$ cat src/hw/rtl/rpkh_pkg.sv
// Shared types and constants for the rotated point key hit test block.
package rpkh_pkg;

    localparam int KEYS_DEFAULT = 32;

    // Register indexes of the configuration port
    localparam logic [2:0] CFG_ORIGIN_X       = 3'd0;
    localparam logic [2:0] CFG_ORIGIN_Y       = 3'd1;
    localparam logic [2:0] CFG_COS_ANGLE      = 3'd2;
    localparam logic [2:0] CFG_SIN_ANGLE      = 3'd3;
    localparam logic [2:0] CFG_VIRTUAL_WIDTH  = 3'd4;
    localparam logic [2:0] CFG_VIRTUAL_HEIGHT = 3'd5;

    localparam logic [0:0] OP_LOAD  = 1'b0;
    localparam logic [0:0] OP_QUERY = 1'b1;

    localparam logic signed [15:0] Q14_ONE = 16'sd16384;

    // floor(p / 10000) == (p * PCT_RECIP) >> PCT_SHIFT for any 25 bit p
    localparam int PCT_SHIFT = 39;
    localparam logic [25:0] PCT_RECIP = 26'd54975582;
    localparam logic [10:0] CENTER_MAX = 11'd2047;

    typedef struct packed {
        logic [0:0]  operation;
        logic [4:0]  entry_index;
        logic [13:0] key_pos_x_pct;
        logic [13:0] key_pos_y_pct;
        logic [9:0]  key_half_width;
        logic [9:0]  key_half_height;
        logic [7:0]  key_code;
        logic [0:0]  key_is_modifier;
        logic [9:0]  point_x;
        logic [9:0]  point_y;
    } item_t;

    typedef struct packed {
        logic [0:0]         hit;
        logic [4:0]         key_number;
        logic [7:0]         hit_key_code;
        logic [0:0]         hit_modifier;
        logic signed [11:0] rotated_x;
        logic signed [11:0] rotated_y;
    } result_t;

    typedef struct packed {
        logic [9:0]         origin_x;
        logic [9:0]         origin_y;
        logic signed [15:0] cos_angle;
        logic signed [15:0] sin_angle;
        logic [10:0]        virtual_width;
        logic [10:0]        virtual_height;
    } cfg_t;

    typedef struct packed {
        logic [10:0] cx;
        logic [10:0] cy;
        logic [9:0]  hw;
        logic [9:0]  hh;
        logic [7:0]  code;
        logic [0:0]  modifier;
    } key_entry_t;

    typedef struct packed {
        logic       en;
        key_entry_t entry;
    } tbl_wr_t;

    typedef struct packed {
        logic       valid;
        key_entry_t entry;
    } tbl_rd_t;

endpackage

$ cat src/hw/rtl/rpkh_rotate.sv
// Translation and Q1.14 rotation of the query point, two register stages.
module rpkh_rotate
    import rpkh_pkg::*;
(
    input  logic               clk,
    input  logic [9:0]         point_x,
    input  logic [9:0]         point_y,
    input  cfg_t               cfg,
    output logic signed [11:0] rot_x,
    output logic signed [11:0] rot_y
);

    logic signed [10:0] dx;
    logic signed [10:0] dy;
    logic signed [26:0] xc_reg;
    logic signed [26:0] ys_reg;
    logic signed [26:0] yc_reg;
    logic signed [26:0] xs_reg;
    logic signed [27:0] sum_x;
    logic signed [27:0] sum_y;
    logic signed [11:0] rot_x_reg;
    logic signed [11:0] rot_y_reg;

    function automatic logic signed [11:0] trunc_sat(input logic signed [27:0] s);
        logic signed [27:0] biased;
        logic signed [13:0] q;
        biased = s + ((s < 0) ? 28'sd16383 : 28'sd0);
        q      = 14'(biased >>> 14);
        if (q > 14'sd2047)
            return 12'sd2047;
        else if (q < -14'sd2048)
            return -12'sd2048;
        else
            return q[11:0];
    endfunction

    assign dx = $signed({1'b0, point_x}) - $signed({1'b0, cfg.origin_x});
    assign dy = $signed({1'b0, point_y}) - $signed({1'b0, cfg.origin_y});

    always_ff @(posedge clk)
    begin
        xc_reg <= 27'(dx) * 27'(cfg.cos_angle);
        ys_reg <= 27'(dy) * 27'(cfg.sin_angle);
        yc_reg <= 27'(dy) * 27'(cfg.cos_angle);
        xs_reg <= 27'(dx) * 27'(cfg.sin_angle);
    end

    assign sum_x = 28'(xc_reg) + 28'(ys_reg);
    assign sum_y = 28'(yc_reg) - 28'(xs_reg);

    always_ff @(posedge clk)
    begin
        rot_x_reg <= trunc_sat(sum_x);
        rot_y_reg <= trunc_sat(sum_y);
    end

    assign rot_x = rot_x_reg;
    assign rot_y = rot_y_reg;

endmodule

$ cat config.mk
export PLATFORM = sky130hd
export DESIGN_NAME = rpkh_rotate
export DESIGN_NICKNAME = d
export VERILOG_FILES = /design/src/hw/rtl/rpkh_pkg.sv /design/src/hw/rtl/rpkh_rotate.sv
export SDC_FILE = /design/constraint.sdc
export NUM_CORES = 2
export LEC_CHECK = 0
export BUFFER_PORTS_ARGS = -buffer_cell sky130_fd_sc_hd__buf_2
export CAP_MARGIN = 0
export CORE_MARGIN = 1
export CORE_UTILIZATION = 50
export CTS_CLUSTER_SIZE = 30
export DETAILED_ROUTE_END_ITERATION = 10
export GPL_TIMING_DRIVEN = 0
export PLACE_DENSITY_LB_ADDON = 0.3
export SYNTH_ARGS = -nofsm -noshare
export SYNTH_HDL_FRONTEND = slang
export SYNTH_SLANG_ARGS = --single-unit
$ cat constraint.sdc
create_clock -name clk -period 9.1 [get_ports clk]
set_input_delay 1.365 -clock clk [delete_from_list [all_inputs] [get_ports clk]]
set_output_delay 1.365 -clock clk [all_outputs]
set_load 0.01 [all_outputs]
==> impl_metrics.yaml <==
status:
  violations: "DRC"
  status: "complete, but fails checks"
floorplanning:
  pin_count: 119
  die_width_um: 261
  die_y_um: 261
  initial_core_util_pct: 50.7
  die_area_um2: 67900
  num_rows: 94
  core-area_um2: 66000
worst_setup_path:
  critPathCaptureType: "register"
  slowest_stage: "fa_1"
  critPathKind: "input pin to register"
  cpPeakStageDelay_ns: 0.53
  crit_arrival_ns: 9.19
  path_max_fanout: 10
  cp_common_cell: "fa_1"
  required_ns: 9.46
  critPathLaunchType: "input pin"
cells_and_area:
  drive_above_1_share_pct: 5.37
  finalNetCount: 5030
  syn_to_final_growth_pct: 6.97
  fillers: 6192
route:
  first_pass_iters: 9
  drt-total-wl_um: 92500
  wl_per_cell_um: 19.1
  drt_iter0_markers: 1902
  drc: 28
  routed_via_density: 5.34
  ant_nets: 0
  num_vias: 25900
timing:
  fin_crit_sh_pct: 97.1
  finalMaxSlewViolations: 0
  rsz0062_at_grt: "true"
  setup-violations-final: 0
  clock_skew_ns: 0.0133
  max_slew_margin_pct: 12.4
  worst_pin_slew_ns: 1.31
  holdWs_ns: 0.937
  max_freq_mhz: 113
  fin_tns_setup_ns: 0
  layout_min_cycle_time_ns: 8.84
  hold_viol: 0
cts:
  tritoncts: "built"
  clk_latency_ns: 0.48
  path_clk_slew_ns: 0.07
  h-tree-depth: 4
  clkSinkCount: 132
  cts_buffers: 17
  cts_root_buffer: "clkbuf_16"
  clock_path_buffers: 2
job:
  drv_cap: 0
synthesis:
  ys_ff_latch: 132
  async_flop_share_pct: 0
  synthFlopType: "dfxtp_1"
  ys_warn_count: 0
  synth.yosys.seq_area_share_pct: 7.91
  synth_cells: 3835
  synth_edf_count: 0
  syn_area_um2: 33400
  post_synth.cell_area_avg_um2: 8.71
  synth_cell_types: 75
  synth_fp_nets: 4910
global_routing:
  met2_usage_pct: 44.4
  grt_pass1_wl_um: 144000
  grt_remaining_overflow: 0
  top_usage_layer: "met2"
  antenna_found_initial: 5
  grtUsageMet3_pct: 5.81
  grt_util_all_layers_pct: 28.6
  met1_usage_pct: 40.0
  grt_pass1_vias: 26000
  grt_max_degree: 17
placement:
  gp_routability_congestion: 0.983
  hpwl_um: 77800
  io_buffers: 96
min_path:
  hold_class: "register to register"
[metal layers]
layer	part of all wire (%)	vias to the layer above
li1	-	11800
met1	43	12900
met5	0.027	-
met2	44	922
met3	9.1	173
met4	3.6	4
[worst max-delay path: cells and delay by family]
family	cells	cell delay, ns
fa+ha+maj	8	3.28
compound gates	15	3.40
buf+inv	6	0.58
simple gates	3	0.30
xor+xnor	1	0.22
[layout make-up]
type                       instances  area [um2]  area share [%]
antenna                            8        20.0          0.0560
timing repair buffer             102         526            1.47
tap                              864        1080            3.02
clock buffer                      17         425            1.19
multi-input combinational       2649       26900            75.3
buffer                           140         582            1.63
inverter                         913        3430            9.60
sequential                       132        2640            7.39
clock inverter                    14         128           0.357
[cells in the mapped netlist, drive strengths merged, types with 39 or more instances]
| cell | n | area, um2 |
|---|---|---|
| inv | 913 | 3430 |
| fa | 652 | 13100 |
| nand2 | 394 | 1480 |
| ha | 328 | 4100 |
| and2 | 285 | 1780 |
| nor2 | 143 | 537 |
| xnor2 | 137 | 1200 |
| dfxtp | 132 | 2640 |
| clkbuf | 131 | 492 |
| a21oi | 116 | 581 |
| o21ai | 83 | 423 |
| nor2b | 80 | 500 |
| a21o | 48 | 360 |
| xor2 | 39 | 342 |
[logic make-up (layout without fill, tap and decap cells)]
logic type	after synthesis	in the layout	share of synthesized area, %
xor gates and xnor gates	176	176	4.61
and+or+nand+nor	1078	1078	16.1
other	0	8	0
DFF	132	132	7.91
muxes	7	7	0.225
AOI/OAI and AO/OA	408	408	7.98
adders and majority gates	980	980	51.3
buffers and inverters	1054	1186	11.9
[through the flow]
| step | instance area, um2 | std cells | utilization, % | setup slack (ns) |
|---|---|---|---|---|
| 2_1_floorplan | 33400 | 3835 | - | 1.00 |
| 4_1_cts | 35600 | 4828 | 53.9 | 0.0195 |
| 5_1_grt | 35700 | 4831 | 54.2 | -0.0476 |
| 3_3_place_gp | 35000 | 4795 | 53.0 | -1.05 |
| 3_5_place_dp | 35000 | 4795 | 53.0 | -1.10 |
| 6_report | 35800 | 4839 | 54.2 | 0.265 |
[path summary, 6_finish.rpt]
kind | end | cells past startpoint | slack (ns) | startpoint
worst max-delay path | xc_reg[25]$_DFF_P_ | 33 | 0.26 | point_x[0]
worst min-delay path | rot_y[10]$_SDFF_PN1_ | 4 | 0.94 | yc_reg[24]$_DFF_P_
worst max register to register | rot_y[3]$_SDFF_PN1_ | 25 | 2.73 | xs_reg[12]$_DFF_P_
worst min register to register | rot_y[10]$_SDFF_PN1_ | 4 | 0.94 | yc_reg[24]$_DFF_P_
[layout by cell type (no fill, tap or decap), drive strengths merged, types with 10 or more instances in the layout]
cell type and count:
buf 116, nor2b 80, fa 652, o211ai 10
nand2 394, nor3 27, inv 916, nand2b 21
a22oi 11, a21o 48, and3 20, nand3 37
ha 328, dfxtp 132, or2 20, a21boi 12
a21oi 116, o21ai 83, o21a 16, a31oi 14
clkbuf 143, xor2 39, o21bai 18, nand4 15
nor2 143, and2 285, xnor2 137, or3 15
a211oi 17
[repair_timing]
action                     CTS  global route
hold buffers                 0             0
gates resized for setup     14            61
pin swaps                    0             1
setup endpoints to repair   13            15
setup buffers                3             3
Power is left out: the tool's default activity adds up to more than one toggle a clock period on the data nets, which glitch-free logic cannot reach.
