### src/hw/rtl/rpkh_pkg.sv
// Shared types and constants for the rotated point key hit test block.
package rpkh_pkg;

    localparam int KEYS_DEFAULT = 32;

    // Register indexes of the configuration port
    localparam logic [2:0] CFG_ORIGIN_X       = 3'd0;
    localparam logic [2:0] CFG_ORIGIN_Y       = 3'd1;
    localparam logic [2:0] CFG_COS_ANGLE      = 3'd2;
    localparam logic [2:0] CFG_SIN_ANGLE      = 3'd3;
    localparam logic [2:0] CFG_VIRTUAL_WIDTH  = 3'd4;
    localparam logic [2:0] CFG_VIRTUAL_HEIGHT = 3'd5;

    localparam logic [0:0] OP_LOAD  = 1'b0;
    localparam logic [0:0] OP_QUERY = 1'b1;

    localparam logic signed [15:0] Q14_ONE = 16'sd16384;

    // floor(p / 10000) == (p * PCT_RECIP) >> PCT_SHIFT for any 25 bit p
    localparam int PCT_SHIFT = 39;
    localparam logic [25:0] PCT_RECIP = 26'd54975582;
    localparam logic [10:0] CENTER_MAX = 11'd2047;

    typedef struct packed {
        logic [0:0]  operation;
        logic [4:0]  entry_index;
        logic [13:0] key_pos_x_pct;
        logic [13:0] key_pos_y_pct;
        logic [9:0]  key_half_width;
        logic [9:0]  key_half_height;
        logic [7:0]  key_code;
        logic [0:0]  key_is_modifier;
        logic [9:0]  point_x;
        logic [9:0]  point_y;
    } item_t;

    typedef struct packed {
        logic [0:0]         hit;
        logic [4:0]         key_number;
        logic [7:0]         hit_key_code;
        logic [0:0]         hit_modifier;
        logic signed [11:0] rotated_x;
        logic signed [11:0] rotated_y;
    } result_t;

    typedef struct packed {
        logic [9:0]         origin_x;
        logic [9:0]         origin_y;
        logic signed [15:0] cos_angle;
        logic signed [15:0] sin_angle;
        logic [10:0]        virtual_width;
        logic [10:0]        virtual_height;
    } cfg_t;

    typedef struct packed {
        logic [10:0] cx;
        logic [10:0] cy;
        logic [9:0]  hw;
        logic [9:0]  hh;
        logic [7:0]  code;
        logic [0:0]  modifier;
    } key_entry_t;

    typedef struct packed {
        logic       en;
        key_entry_t entry;
    } tbl_wr_t;

    typedef struct packed {
        logic       valid;
        key_entry_t entry;
    } tbl_rd_t;

endpackage

### src/hw/rtl/rpkh_scale.sv
// Percentage to pixel scaling of one key centre coordinate, two register stages.
module rpkh_scale
    import rpkh_pkg::*;
(
    input  logic        clk,
    input  logic [13:0] pct,
    input  logic [10:0] size,
    output logic [10:0] center
);

    logic [24:0] prod_reg;
    logic [50:0] quot_reg;
    logic [11:0] quot;

    always_ff @(posedge clk)
    begin
        prod_reg <= 25'(pct) * 25'(size);
        quot_reg <= 51'(prod_reg) * 51'(PCT_RECIP);
    end

    assign quot   = quot_reg[PCT_SHIFT +: 12];
    assign center = (quot > 12'(CENTER_MAX)) ? CENTER_MAX : quot[10:0];

endmodule

### config.mk
export PLATFORM = sky130hd
export DESIGN_NAME = rpkh_scale
export DESIGN_NICKNAME = d
export VERILOG_FILES = /design/src/hw/rtl/rpkh_pkg.sv /design/src/hw/rtl/rpkh_scale.sv
export SDC_FILE = /design/constraint.sdc
export NUM_CORES = 1
export LEC_CHECK = 0
export ABC_CLOCK_PERIOD_IN_PS = 13100
export BUFFER_PORTS_ARGS = -buffer_cell sky130_fd_sc_hd__buf_2
export CORE_MARGIN = 2
export CORE_UTILIZATION = 55
export DETAILED_ROUTE_END_ITERATION = 12
export GPL_TIMING_DRIVEN = 0
export PLACE_DENSITY = 0.71
export SKIP_CTS_REPAIR_TIMING = 1
export SYNTH_ARGS = -nofsm -noshare
export SYNTH_HDL_FRONTEND = slang
export SYNTH_SLANG_ARGS = --single-unit
### constraint.sdc
create_clock -name clk -period 13.1 [get_ports clk]
set_input_delay 2.62 -clock clk [delete_from_list [all_inputs] [get_ports clk]]
set_output_delay 2.62 -clock clk [all_outputs]
set_load 0.01 [all_outputs]
==> impl_metrics.tcl <==
set metrics [dict create \
    detailedRoute.firstIterationViolations 703 \
    gpl.final_weighted_congestion 0.974 \
    rr_worst_depth 20 \
    reg2reg_slack_ns 6.03 \
    layout-drive-gt1-share_pct 3.29 \
    outcome "completed" \
    clock_latency_ns 0.30 \
    synth.ff_latch_count 37 \
    start_util_pct 55.8 \
    clock_tree_from_tritoncts "built" \
    core_area_sq_um 31600 \
    rsz_0062_raised_after_global_routing "no" \
    min_delay_src "prod_reg[24]$_DFF_P_" \
    floorplan.die_area_sq_um 33500 \
    synth_area_per_cell_sq_um 9.26 \
    h-tree-depth 2 \
    critical_path.max_stage_delay_ns 0.53 \
    post_synth_inst_count 1902 \
    worst_setup_hold_path_clk_slew_ns 0.06 \
    final_layout_worst_hold_slack_ns 1.29 \
    wire_per_inst_um 16.8 \
    yosys_warnings 0 \
    dp_wirelength_um 35400 \
    crit_buf_inv 7 \
    grt_pass1_vias 12785 \
    sum_neg_setup_slack_ns 0 \
    clk_path_buf_depth 2 \
    io_pins 37 \
    route.vias.total 12342 \
    clock_skew_ns 0.00294 \
    diodes 0 \
    route.detailed.vias_per_inst 5.26 \
    finalCritPeriodShare_pct 61.5 \
    final_hold_violating_endpoints 0 \
    cp_cell_sequence "buf_2 > clkbuf_1 > nand2_1 > fa_1 > inv_1 > fa_1 > inv_1 > fa_1 > inv_1 > fa_1 > inv_1 > fa_1 > inv_1 > ha_1 > and4_1 > a21oi_1 > o2111ai_1 > o21bai_1 > nand2_1 > a31oi_1 > o21ai_0 > xnor2_1" \
    yosysSeqAreaShare_pct 4.21 \
    slew_viols_final 0 \
    final_cells 2348 \
    die_height_um 183 \
    worstPathArrival_ns 8.24 \
    route.final.wire_length_um 39500 \
    timing.max_slew.rel_slack_pct 49.5 \
    syn_nets 2624 \
    cp_top_family "adder cells" \
    critPathRequiredTime_ns 13.28 \
    mappedNetlistArea_sq_um 17600 \
    cts_buffers 5 \
    globalRoute.totalOverflow 0 \
    fp.dieW_um 183 \
    max_freq_mhz 124 \
    placement.io_buffers 36 \
    ys_dominant_reg_cell "sky130_fd_sc_hd__dfxtp_1" \
    drv_cap 0 \
    setup_viol 0 \
    ys_types 51 \
    area_delta_synth_final_pct 4.75 \
    worstMarginPinSlew_ns 0.756 \
    number_of_enable_flip_flop_cells_after_synthesis 0 \
    row_count 65 \
    drt_drc_violations_left 0 \
    highest_delay_cell_along_the_critical_path "sky130_fd_sc_hd__fa_1" \
    antenna_found_initial 0 \
    grt_pass1_wl_um 64500 \
    hold-path-cell-count 4 \
    crit-reg2reg-capture "quot_reg[49]$_DFF_P_" \
    holdPathEnd "quot_reg[50]$_DFF_P_" \
    worst_setup_path_start_kind "input port" \
    criticalPathCategory "in2reg" \
    finalWorstPathRequiredPeriod_ns 8.06 \
    synthArstFlopShare_pct 0 \
    grtUsageTotal_pct 24.9 \
    ant_nets 0 \
    largest_reg_flops 25 \
    critical_path.max_fanout 10 \
    drt-pass1-iter-count 5 \
    cts_root_buffer "sky130_fd_sc_hd__clkbuf_16" \
    dp_cells 2340 \
    hold_path.class "reg2reg" \
    finish.utilization_pct 58.4 \
    crit_path_end_kind "flop" \
    finish.net_count 2667 \
    clock_sink_count 37 \
    grt_start_max_net_pins 13 \
    timing.rr.start "prod_reg[12]$_DFF_P_" \
]
worst min-delay path: cells and delay by family (launching register included):
family | cells | cell delay, ns
XOR/XNOR | 3 | 0.49
adder cells (fa/ha/maj) | 1 | 0.34
flip-flops | 1 | 0.40
layout make-up:
type	instances	area, sq um
buffer	29	109
clock buffer	6	139
clock inverter	2	13.8
fill	2739	13100
inverter	610	2290
multi-input combinational	1226	14500
sequential	37	741
tap	402	503
timing repair buffer	36	180
kinds of logic (layout without fill, tap and decap cells):
kind of cell | count (synthesis) | count (layout) | share of synthesized area, %
adders and majority gates | 696 | 696 | 65.6
buffers and inverters | 639 | 683 | 13.6
and+or+nand+nor | 313 | 313 | 8.57
AOI/OAI and AO/OA | 179 | 179 | 6.08
xor gates and xnor gates | 38 | 38 | 1.89
DFF | 37 | 37 | 4.21
synth_stat cells (4+ instances only):
library cell,count,area share [%]
sky130_fd_sc_hd__o21ai_0,45,1.3
sky130_fd_sc_hd__nand4_1,10,0.36
sky130_fd_sc_hd__clkbuf_1,29,0.62
sky130_fd_sc_hd__xnor2_1,24,1.2
sky130_fd_sc_hd__inv_1,610,13
sky130_fd_sc_hd__a21o_1,14,0.60
sky130_fd_sc_hd__fa_1,379,43
sky130_fd_sc_hd__o211ai_1,6,0.26
sky130_fd_sc_hd__and2_1,59,2.1
sky130_fd_sc_hd__a211oi_1,5,0.21
sky130_fd_sc_hd__o21a_1,5,0.21
sky130_fd_sc_hd__nor2_1,24,0.51
sky130_fd_sc_hd__nor2b_1,4,0.14
sky130_fd_sc_hd__a2111oi_0,4,0.20
sky130_fd_sc_hd__nand3_1,9,0.26
sky130_fd_sc_hd__and3_1,4,0.14
sky130_fd_sc_hd__a31oi_1,10,0.36
sky130_fd_sc_hd__a21oi_1,69,2.0
sky130_fd_sc_hd__nor4_1,5,0.18
sky130_fd_sc_hd__o21bai_1,5,0.21
sky130_fd_sc_hd__ha_1,317,23
sky130_fd_sc_hd__nand2_1,161,3.4
sky130_fd_sc_hd__nor3_1,5,0.14
sky130_fd_sc_hd__or2_2,11,0.39
sky130_fd_sc_hd__xor2_1,14,0.70
sky130_fd_sc_hd__nand2b_1,8,0.28
sky130_fd_sc_hd__dfxtp_1,37,4.2
metrics by stage:
stage               worst slack [ns]  instance area, sq um
floorplan                       5.72                 17600
global placement                4.88                 18300
detailed placement              4.81                 18300
CTS                             5.12                 18400
global route                    4.73                 18400
finish                          5.04                 18400
placed cells by master, fill, tap and decap left out, drive strengths merged, types with 3 or more instances in the layout:
cell type  count
inv          610
fa           379
ha           317
nand2        162
a21oi         69
and2          61
o21ai         46
dfxtp         37
buf           36
clkbuf        35
nor2          24
xnor2         24
a21o          14
xor2          14
or2           11
a31oi         10
nand4         10
nand3          9
nand2b         8
o211ai         6
nor4           6
o21bai         5
o21a           5
nor3           5
a211oi         5
and3           5
a2111oi        4
nor2b          4
or3            3
worst max path at each step:
| stage | startpoint | to | slack (ns) | cells after the start |
|---|---|---|---|---|
| 2_1_floorplan | size[2] | prod_reg[24]$_DFF_P_ | 5.72 | 21 |
| 3_3_place_gp | size[3] | prod_reg[24]$_DFF_P_ | 4.88 | 22 |
| 3_5_place_dp | size[3] | prod_reg[24]$_DFF_P_ | 4.81 | 21 |
| 4_1_cts | size[3] | prod_reg[24]$_DFF_P_ | 5.12 | 21 |
| 5_1_grt | size[3] | prod_reg[24]$_DFF_P_ | 4.73 | 21 |
| 6_report | size[3] | prod_reg[24]$_DFF_P_ | 5.04 | 22 |
per-layer routing:
layer  track usage [%]  routed length [um]
met5                 0                   0
met4              5.76                 861
met3              5.12                2920
met2              40.8               18800
met1              34.3               16900
Power is not shown: default switching activity piles up to over one toggle a cycle in this logic, so the estimate is an artifact.
