==> src/hw/rtl/rpkh_pkg.sv <==
// Shared types and constants for the rotated point key hit test block.
package rpkh_pkg;

    localparam int KEYS_DEFAULT = 32;

    // Register indexes of the configuration port
    localparam logic [2:0] CFG_ORIGIN_X       = 3'd0;
    localparam logic [2:0] CFG_ORIGIN_Y       = 3'd1;
    localparam logic [2:0] CFG_COS_ANGLE      = 3'd2;
    localparam logic [2:0] CFG_SIN_ANGLE      = 3'd3;
    localparam logic [2:0] CFG_VIRTUAL_WIDTH  = 3'd4;
    localparam logic [2:0] CFG_VIRTUAL_HEIGHT = 3'd5;

    localparam logic [0:0] OP_LOAD  = 1'b0;
    localparam logic [0:0] OP_QUERY = 1'b1;

    localparam logic signed [15:0] Q14_ONE = 16'sd16384;

    // floor(p / 10000) == (p * PCT_RECIP) >> PCT_SHIFT for any 25 bit p
    localparam int PCT_SHIFT = 39;
    localparam logic [25:0] PCT_RECIP = 26'd54975582;
    localparam logic [10:0] CENTER_MAX = 11'd2047;

    typedef struct packed {
        logic [0:0]  operation;
        logic [4:0]  entry_index;
        logic [13:0] key_pos_x_pct;
        logic [13:0] key_pos_y_pct;
        logic [9:0]  key_half_width;
        logic [9:0]  key_half_height;
        logic [7:0]  key_code;
        logic [0:0]  key_is_modifier;
        logic [9:0]  point_x;
        logic [9:0]  point_y;
    } item_t;

    typedef struct packed {
        logic [0:0]         hit;
        logic [4:0]         key_number;
        logic [7:0]         hit_key_code;
        logic [0:0]         hit_modifier;
        logic signed [11:0] rotated_x;
        logic signed [11:0] rotated_y;
    } result_t;

    typedef struct packed {
        logic [9:0]         origin_x;
        logic [9:0]         origin_y;
        logic signed [15:0] cos_angle;
        logic signed [15:0] sin_angle;
        logic [10:0]        virtual_width;
        logic [10:0]        virtual_height;
    } cfg_t;

    typedef struct packed {
        logic [10:0] cx;
        logic [10:0] cy;
        logic [9:0]  hw;
        logic [9:0]  hh;
        logic [7:0]  code;
        logic [0:0]  modifier;
    } key_entry_t;

    typedef struct packed {
        logic       en;
        key_entry_t entry;
    } tbl_wr_t;

    typedef struct packed {
        logic       valid;
        key_entry_t entry;
    } tbl_rd_t;

endpackage

==> src/hw/rtl/rpkh_table.sv <==
// Key table memory with registered read port and per-entry valid bits.
module rpkh_table
    import rpkh_pkg::*;
#(
    parameter int KEYS = KEYS_DEFAULT
)
(
    input  logic                                   clk,
    input  logic                                   rst_n,
    input  tbl_wr_t                                wr,
    input  logic [((KEYS > 1) ? $clog2(KEYS) : 1)-1:0] wr_addr,
    input  logic [((KEYS > 1) ? $clog2(KEYS) : 1)-1:0] rd_addr,
    output tbl_rd_t                                rd
);

    key_entry_t mem [KEYS];
    key_entry_t rd_entry_reg;
    logic [KEYS-1:0] valid_reg;
    logic            rd_valid_reg;

    always_ff @(posedge clk)
    begin
        if (wr.en)
            mem[wr_addr] <= wr.entry;
        rd_entry_reg <= mem[rd_addr];
    end

    always_ff @(posedge clk or negedge rst_n)
    begin
        if (!rst_n)
        begin
            valid_reg    <= '0;
            rd_valid_reg <= 1'b0;
        end
        else
        begin
            if (wr.en)
                valid_reg[wr_addr] <= 1'b1;
            rd_valid_reg <= valid_reg[rd_addr];
        end
    end

    assign rd.valid = rd_valid_reg;
    assign rd.entry = rd_entry_reg;

endmodule

==> config.mk <==
export PLATFORM = sky130hd
export DESIGN_NAME = rpkh_table
export DESIGN_NICKNAME = d
export VERILOG_FILES = /design/src/hw/rtl/rpkh_pkg.sv /design/src/hw/rtl/rpkh_table.sv
export SDC_FILE = /design/constraint.sdc
export NUM_CORES = 1
export LEC_CHECK = 0
export BUFFER_PORTS_ARGS = -buffer_cell sky130_fd_sc_hd__buf_2
export CAP_MARGIN = 20
export CORE_MARGIN = 3
export CORE_UTILIZATION = 40
export DETAILED_ROUTE_END_ITERATION = 10
export GPL_ROUTABILITY_DRIVEN = 0
export SLEW_MARGIN = 20
export SYNTH_ARGS = -nofsm -noshare
export SYNTH_HDL_FRONTEND = slang
export SYNTH_SLANG_ARGS = --single-unit
==> constraint.sdc <==
create_clock -name clk -period 1.1 [get_ports clk]
set_clock_uncertainty 0.2 [all_clocks]
set_input_delay 0.055 -clock clk [delete_from_list [all_inputs] [get_ports clk]]
set_output_delay 0.055 -clock clk [all_outputs]
set_load 0.03 [all_outputs]
==> results.txt <==
----------------------------------------------------
[Outcome]
  Status ... finished, violations left
  Violations in the final reports ... negative hold slack, negative setup slack

[Floorplanning]
  Die Outline Area ... between 150000 and 200000 um^2
  Core footprint ... around 160000 um^2
  Effective utilization at floorplan ... 0.403
  Standard-cell rows ... 148
  Die boundary width ... between 400 and 500 um
  I/O pins ... 116
  Die boundary height ... 412 um

[GRT]
  Global-route wire length before repair ... 249 mm
  Global-route total usage across every layer ... 0.201
  Vias in the first global route ... 35900
  Number of antenna violations at the first check in global routing ... 8
  Total congestion overflow after global routing ... 0
  Largest net degree at the start of global routing ... 34

[Cells and area]
  Layout Nets ... 4411
  Flip-flop count of the largest register after layout ... 1632
  Layout cell share with drive strength beyond 1 ... 0.239
  Syn-to-layout area delta ... 25.5%
  Filler cells ... 13100
  Post-route core utilization ... 0.506

[STA]
  Post-layout minimum cycle time ... 1.60 ns
  Worst Max-Slew Pin Slew ... 0.673 ns
  Relative slew slack ... 0.552
  RSZ-0062 raised after global routing ... true
  Tightest hold margin ... -0.256 ns
  Crit share post-route ... 1.46
  Least setup slack across all paths after layout ... -0.502 ns
  Highest achievable clock rate ... 624 MHz
  Final Hold Violating Endpoints ... 1022
  Number of pins with negative max-slew slack in the final report ... 0
  Final number of setup-violating endpoints ... roughly 280

[Drt]
  Iteration-0 DRC count of the detailed router ... 3368
  Routed wire length per instance ... between 20 and 30 um
  Antenna Nets Post-Route ... 0
  Detailed Route WL ... 173 mm
  Number of detailed-routing iterations run before antenna repair ... 5
  Number of vias in the routed layout ... 36100
  Average vias per placed instance ... 5.42
  Residual DRC ... 0

[Power and ir drop]
  Power density over the cells ... 1720 nW/um^2
  Pwr Total ... between 100 and 150 mW
  Part of the total power dissipated in sequential elements ... 0.515
  Share of total power in the clock network ... 0.415
  Switching power share of the total ... 0.216
  Comb pwr share ... 0.069
  Worst IR Drop VDD ... roughly 1700 uV
  Power spent charging and discharging nets ... 30.8 mW
  Internal power contribution ... between 100 and 150 mW
  Leakage dissipation ... 29.7 nW

[Yosys]
  Most area-hungry cell type in the Yosys netlist ... sky130_fd_sc_hd__edfxtp_1
  Number of nets in the synthesized netlist ... 3738
  Synth async-reset ratio ... 0.0192
  YS warnings ... 0
  Number of synthesized flops with an enable pin ... between 1500 and 2000
  Register bit total from synthesis ... 1716
  Most frequently used cell type in the post-synthesis netlist ... sky130_fd_sc_hd__edfxtp_1
  Netlist area before placement ... 65800 um^2
  Proportion of synthesized chip area in sequential cells ... 0.773
  Yosys top cell area share ... 0.745
  Number of library cell types mapped by synthesis ... 27
  Top flip-flop cell by instance count after synthesis ... sky130_fd_sc_hd__edfxtp_1
  Post-Syn Instances ... approximately 3700
  Mean instance size in the synthesized netlist ... 17.9 um^2
  Synth cell count leaders ... 1632 x sky130_fd_sc_hd__edfxtp_1, 832 x sky130_fd_sc_hd__mux2i_1, 158 x sky130_fd_sc_hd__nand2_1, 158 x sky130_fd_sc_hd__nand3_1
  Top cells by area in the synthesized netlist ... sky130_fd_sc_hd__edfxtp_1 74%, sky130_fd_sc_hd__mux2i_1 13%, sky130_fd_sc_hd__a22oi_1 1.8%

[Worst setup path]
  R2R Path Start ... mem[7][31]
  Worst flop-to-flop path endpoint ... rd[31]
  Crit-path max FO ... 1
  Critical path start-end classification ... reg2out
  Worst path max stage delay ... 0.40 ns
  CP Data Arrival Time ... roughly 1.4 ns
  Crit-path cells ... buf_6
  Register-to-register setup slack ... -0.41 ns
  Instance count on the critical path ... 1
  Capturing element type of the critical path ... output port
  Required time of the critical path ... 0.84 ns
  Critical path buffer and inverter count ... 1
  Depth of the most critical reg-to-reg path ... 6
  CP max-delay cell ... sky130_fd_sc_hd__dfxtp_4
  Top delay family on crit path ... flip-flops
  Kind of start point of the critical path ... register

[Clock tree]
  Clock-pin slew on the worst setup and hold paths ... 0.06 ns
  Clock Tree Root ... sky130_fd_sc_hd__clkbuf_16
  Clock sinks ... around 1700
  Number of buffers between clock root and the deepest sink ... 3
  Skew-Pair Late Insertion Delay ... 0.80 ns
  H-tree lvl count ... 4
  Num CTS Buffers ... 174
  Clock tree from TritonCTS ... built

[Placement]
  Number of buffer cells added on primary ports ... 115
  DP HPWL ... roughly 110 mm

[Worst hold path]
  Hold depth ... 6
  End point of the worst hold path ... rd[19]
  Hold WC Path Type ... in2reg
  Launch point of the worst hold path ... rd_addr[2]

[Job]
  Number of max-capacitance violations reported ... 0

----------------------------------------------------
-- worst min-delay path: stages --
cell and delay, ns:
sky130_fd_sc_hd__buf_2 0.16, sky130_fd_sc_hd__nor2b_4 0.09, sky130_fd_sc_hd__buf_12 0.17, sky130_fd_sc_hd__nand2_1 0.07
sky130_fd_sc_hd__nand3_1 0.06, sky130_fd_sc_hd__nand3_1 0.10
-- cells by family (layout without fill, tap and decap cells) --
logic type,count (synthesis),in the layout,share of synthesized area
AO/OA/AOI/OAI,468,468,0.0484
buffers and inverters,209,1030,0.0206
flip-flops,1716,1716,0.773
other,0,3,0
AND/OR/NAND/NOR,449,449,0.0316
multiplexers,832,832,0.127
-- power groups by stage --
stage / combinational, mW / clock (mW) / sequential [mW]
floorplan: 4.15 / 0 / 75.0
global placement: 9.10 / 0 / 74.6
detailed placement: 9.20 / 0 / 74.7
CTS: 9.77 / 60.2 / 73.5
global route: 10.5 / 62.9 / 73.5
finish: 9.87 / 59.2 / 73.4
-- metal layers --
layer | share of wire | GRT usage
met1 | 0.45 | 0.290
met2 | 0.47 | 0.318
met3 | 0.063 | 0.0332
met4 | 0.019 | 0.0474
met5 | 0.00034 | 0
-- cell type report --
cell class	instances	area, um^2	area share
diodes	3	7.51	0.0000909
clock buffers	238	4920	0.0596
clock inverters	86	851	0.0103
multi-input cells	1749	14200	0.172
flip-flops and latches	1716	51000	0.617
well taps	2175	2720	0.0329
repair buffers	706	8900	0.108
-- metrics by stage --
step	setup TNS (ns)	worst slack [ns]	cell area, um^2	instances
global route	-44.17	-0.555	82600	6671
CTS	-41.96	-0.584	82300	6678
finish	-39.45	-0.502	82600	6673
global placement	-1062.21	-1.01	75000	6269
detailed placement	-1069.90	-1.02	75000	6269
floorplan	-1660.50	-1.13	66100	3674
-- timing repair --
item / in CTS / in global routing
gates resized for setup: 218 / 26
hold endpoints to repair: 3275 / 1271
buffers inserted: 0 / 2
hold buffers: 90 / 2
gates cloned: 0 / 15
pin swaps: 59 / 67
setup endpoints to repair: 104 / 616
-- placed cells by master (no fill, tap or decap), drive strengths merged, types with 34 or more instances in the layout --
master / netlist / layout
a31oi: 52 / 52
mux2i: 832 / 832
nor3: 52 / 52
clkinv: 0 / 63
a21oi: 156 / 156
buf: 147 / 622
a22o: 104 / 104
a22oi: 156 / 156
nand3: 158 / 158
dfxtp: 51 / 51
nand2: 158 / 158
nor2: 34 / 34
clkbuf: 62 / 253
edfxtp: 1632 / 1632
dlygate4sd3: 0 / 67
-- how the worst max path moves through the flow --
| stage | endpoint | startpoint | slack [ns] |
|---|---|---|---|
| floorplan | mem[10][0] | wr_addr[0] | -1.13 |
| global placement | rd[38] | rd_addr[1] | -1.01 |
| detailed placement | rd[38] | rd_addr[1] | -1.02 |
| CTS | rd[12] | rd[12] | -0.58 |
| global route | rd[12] | rd[12] | -0.55 |
| finish | rd[46] | rd[46] | -0.50 |
Note: power is estimated with default switching activity, not from simulation.
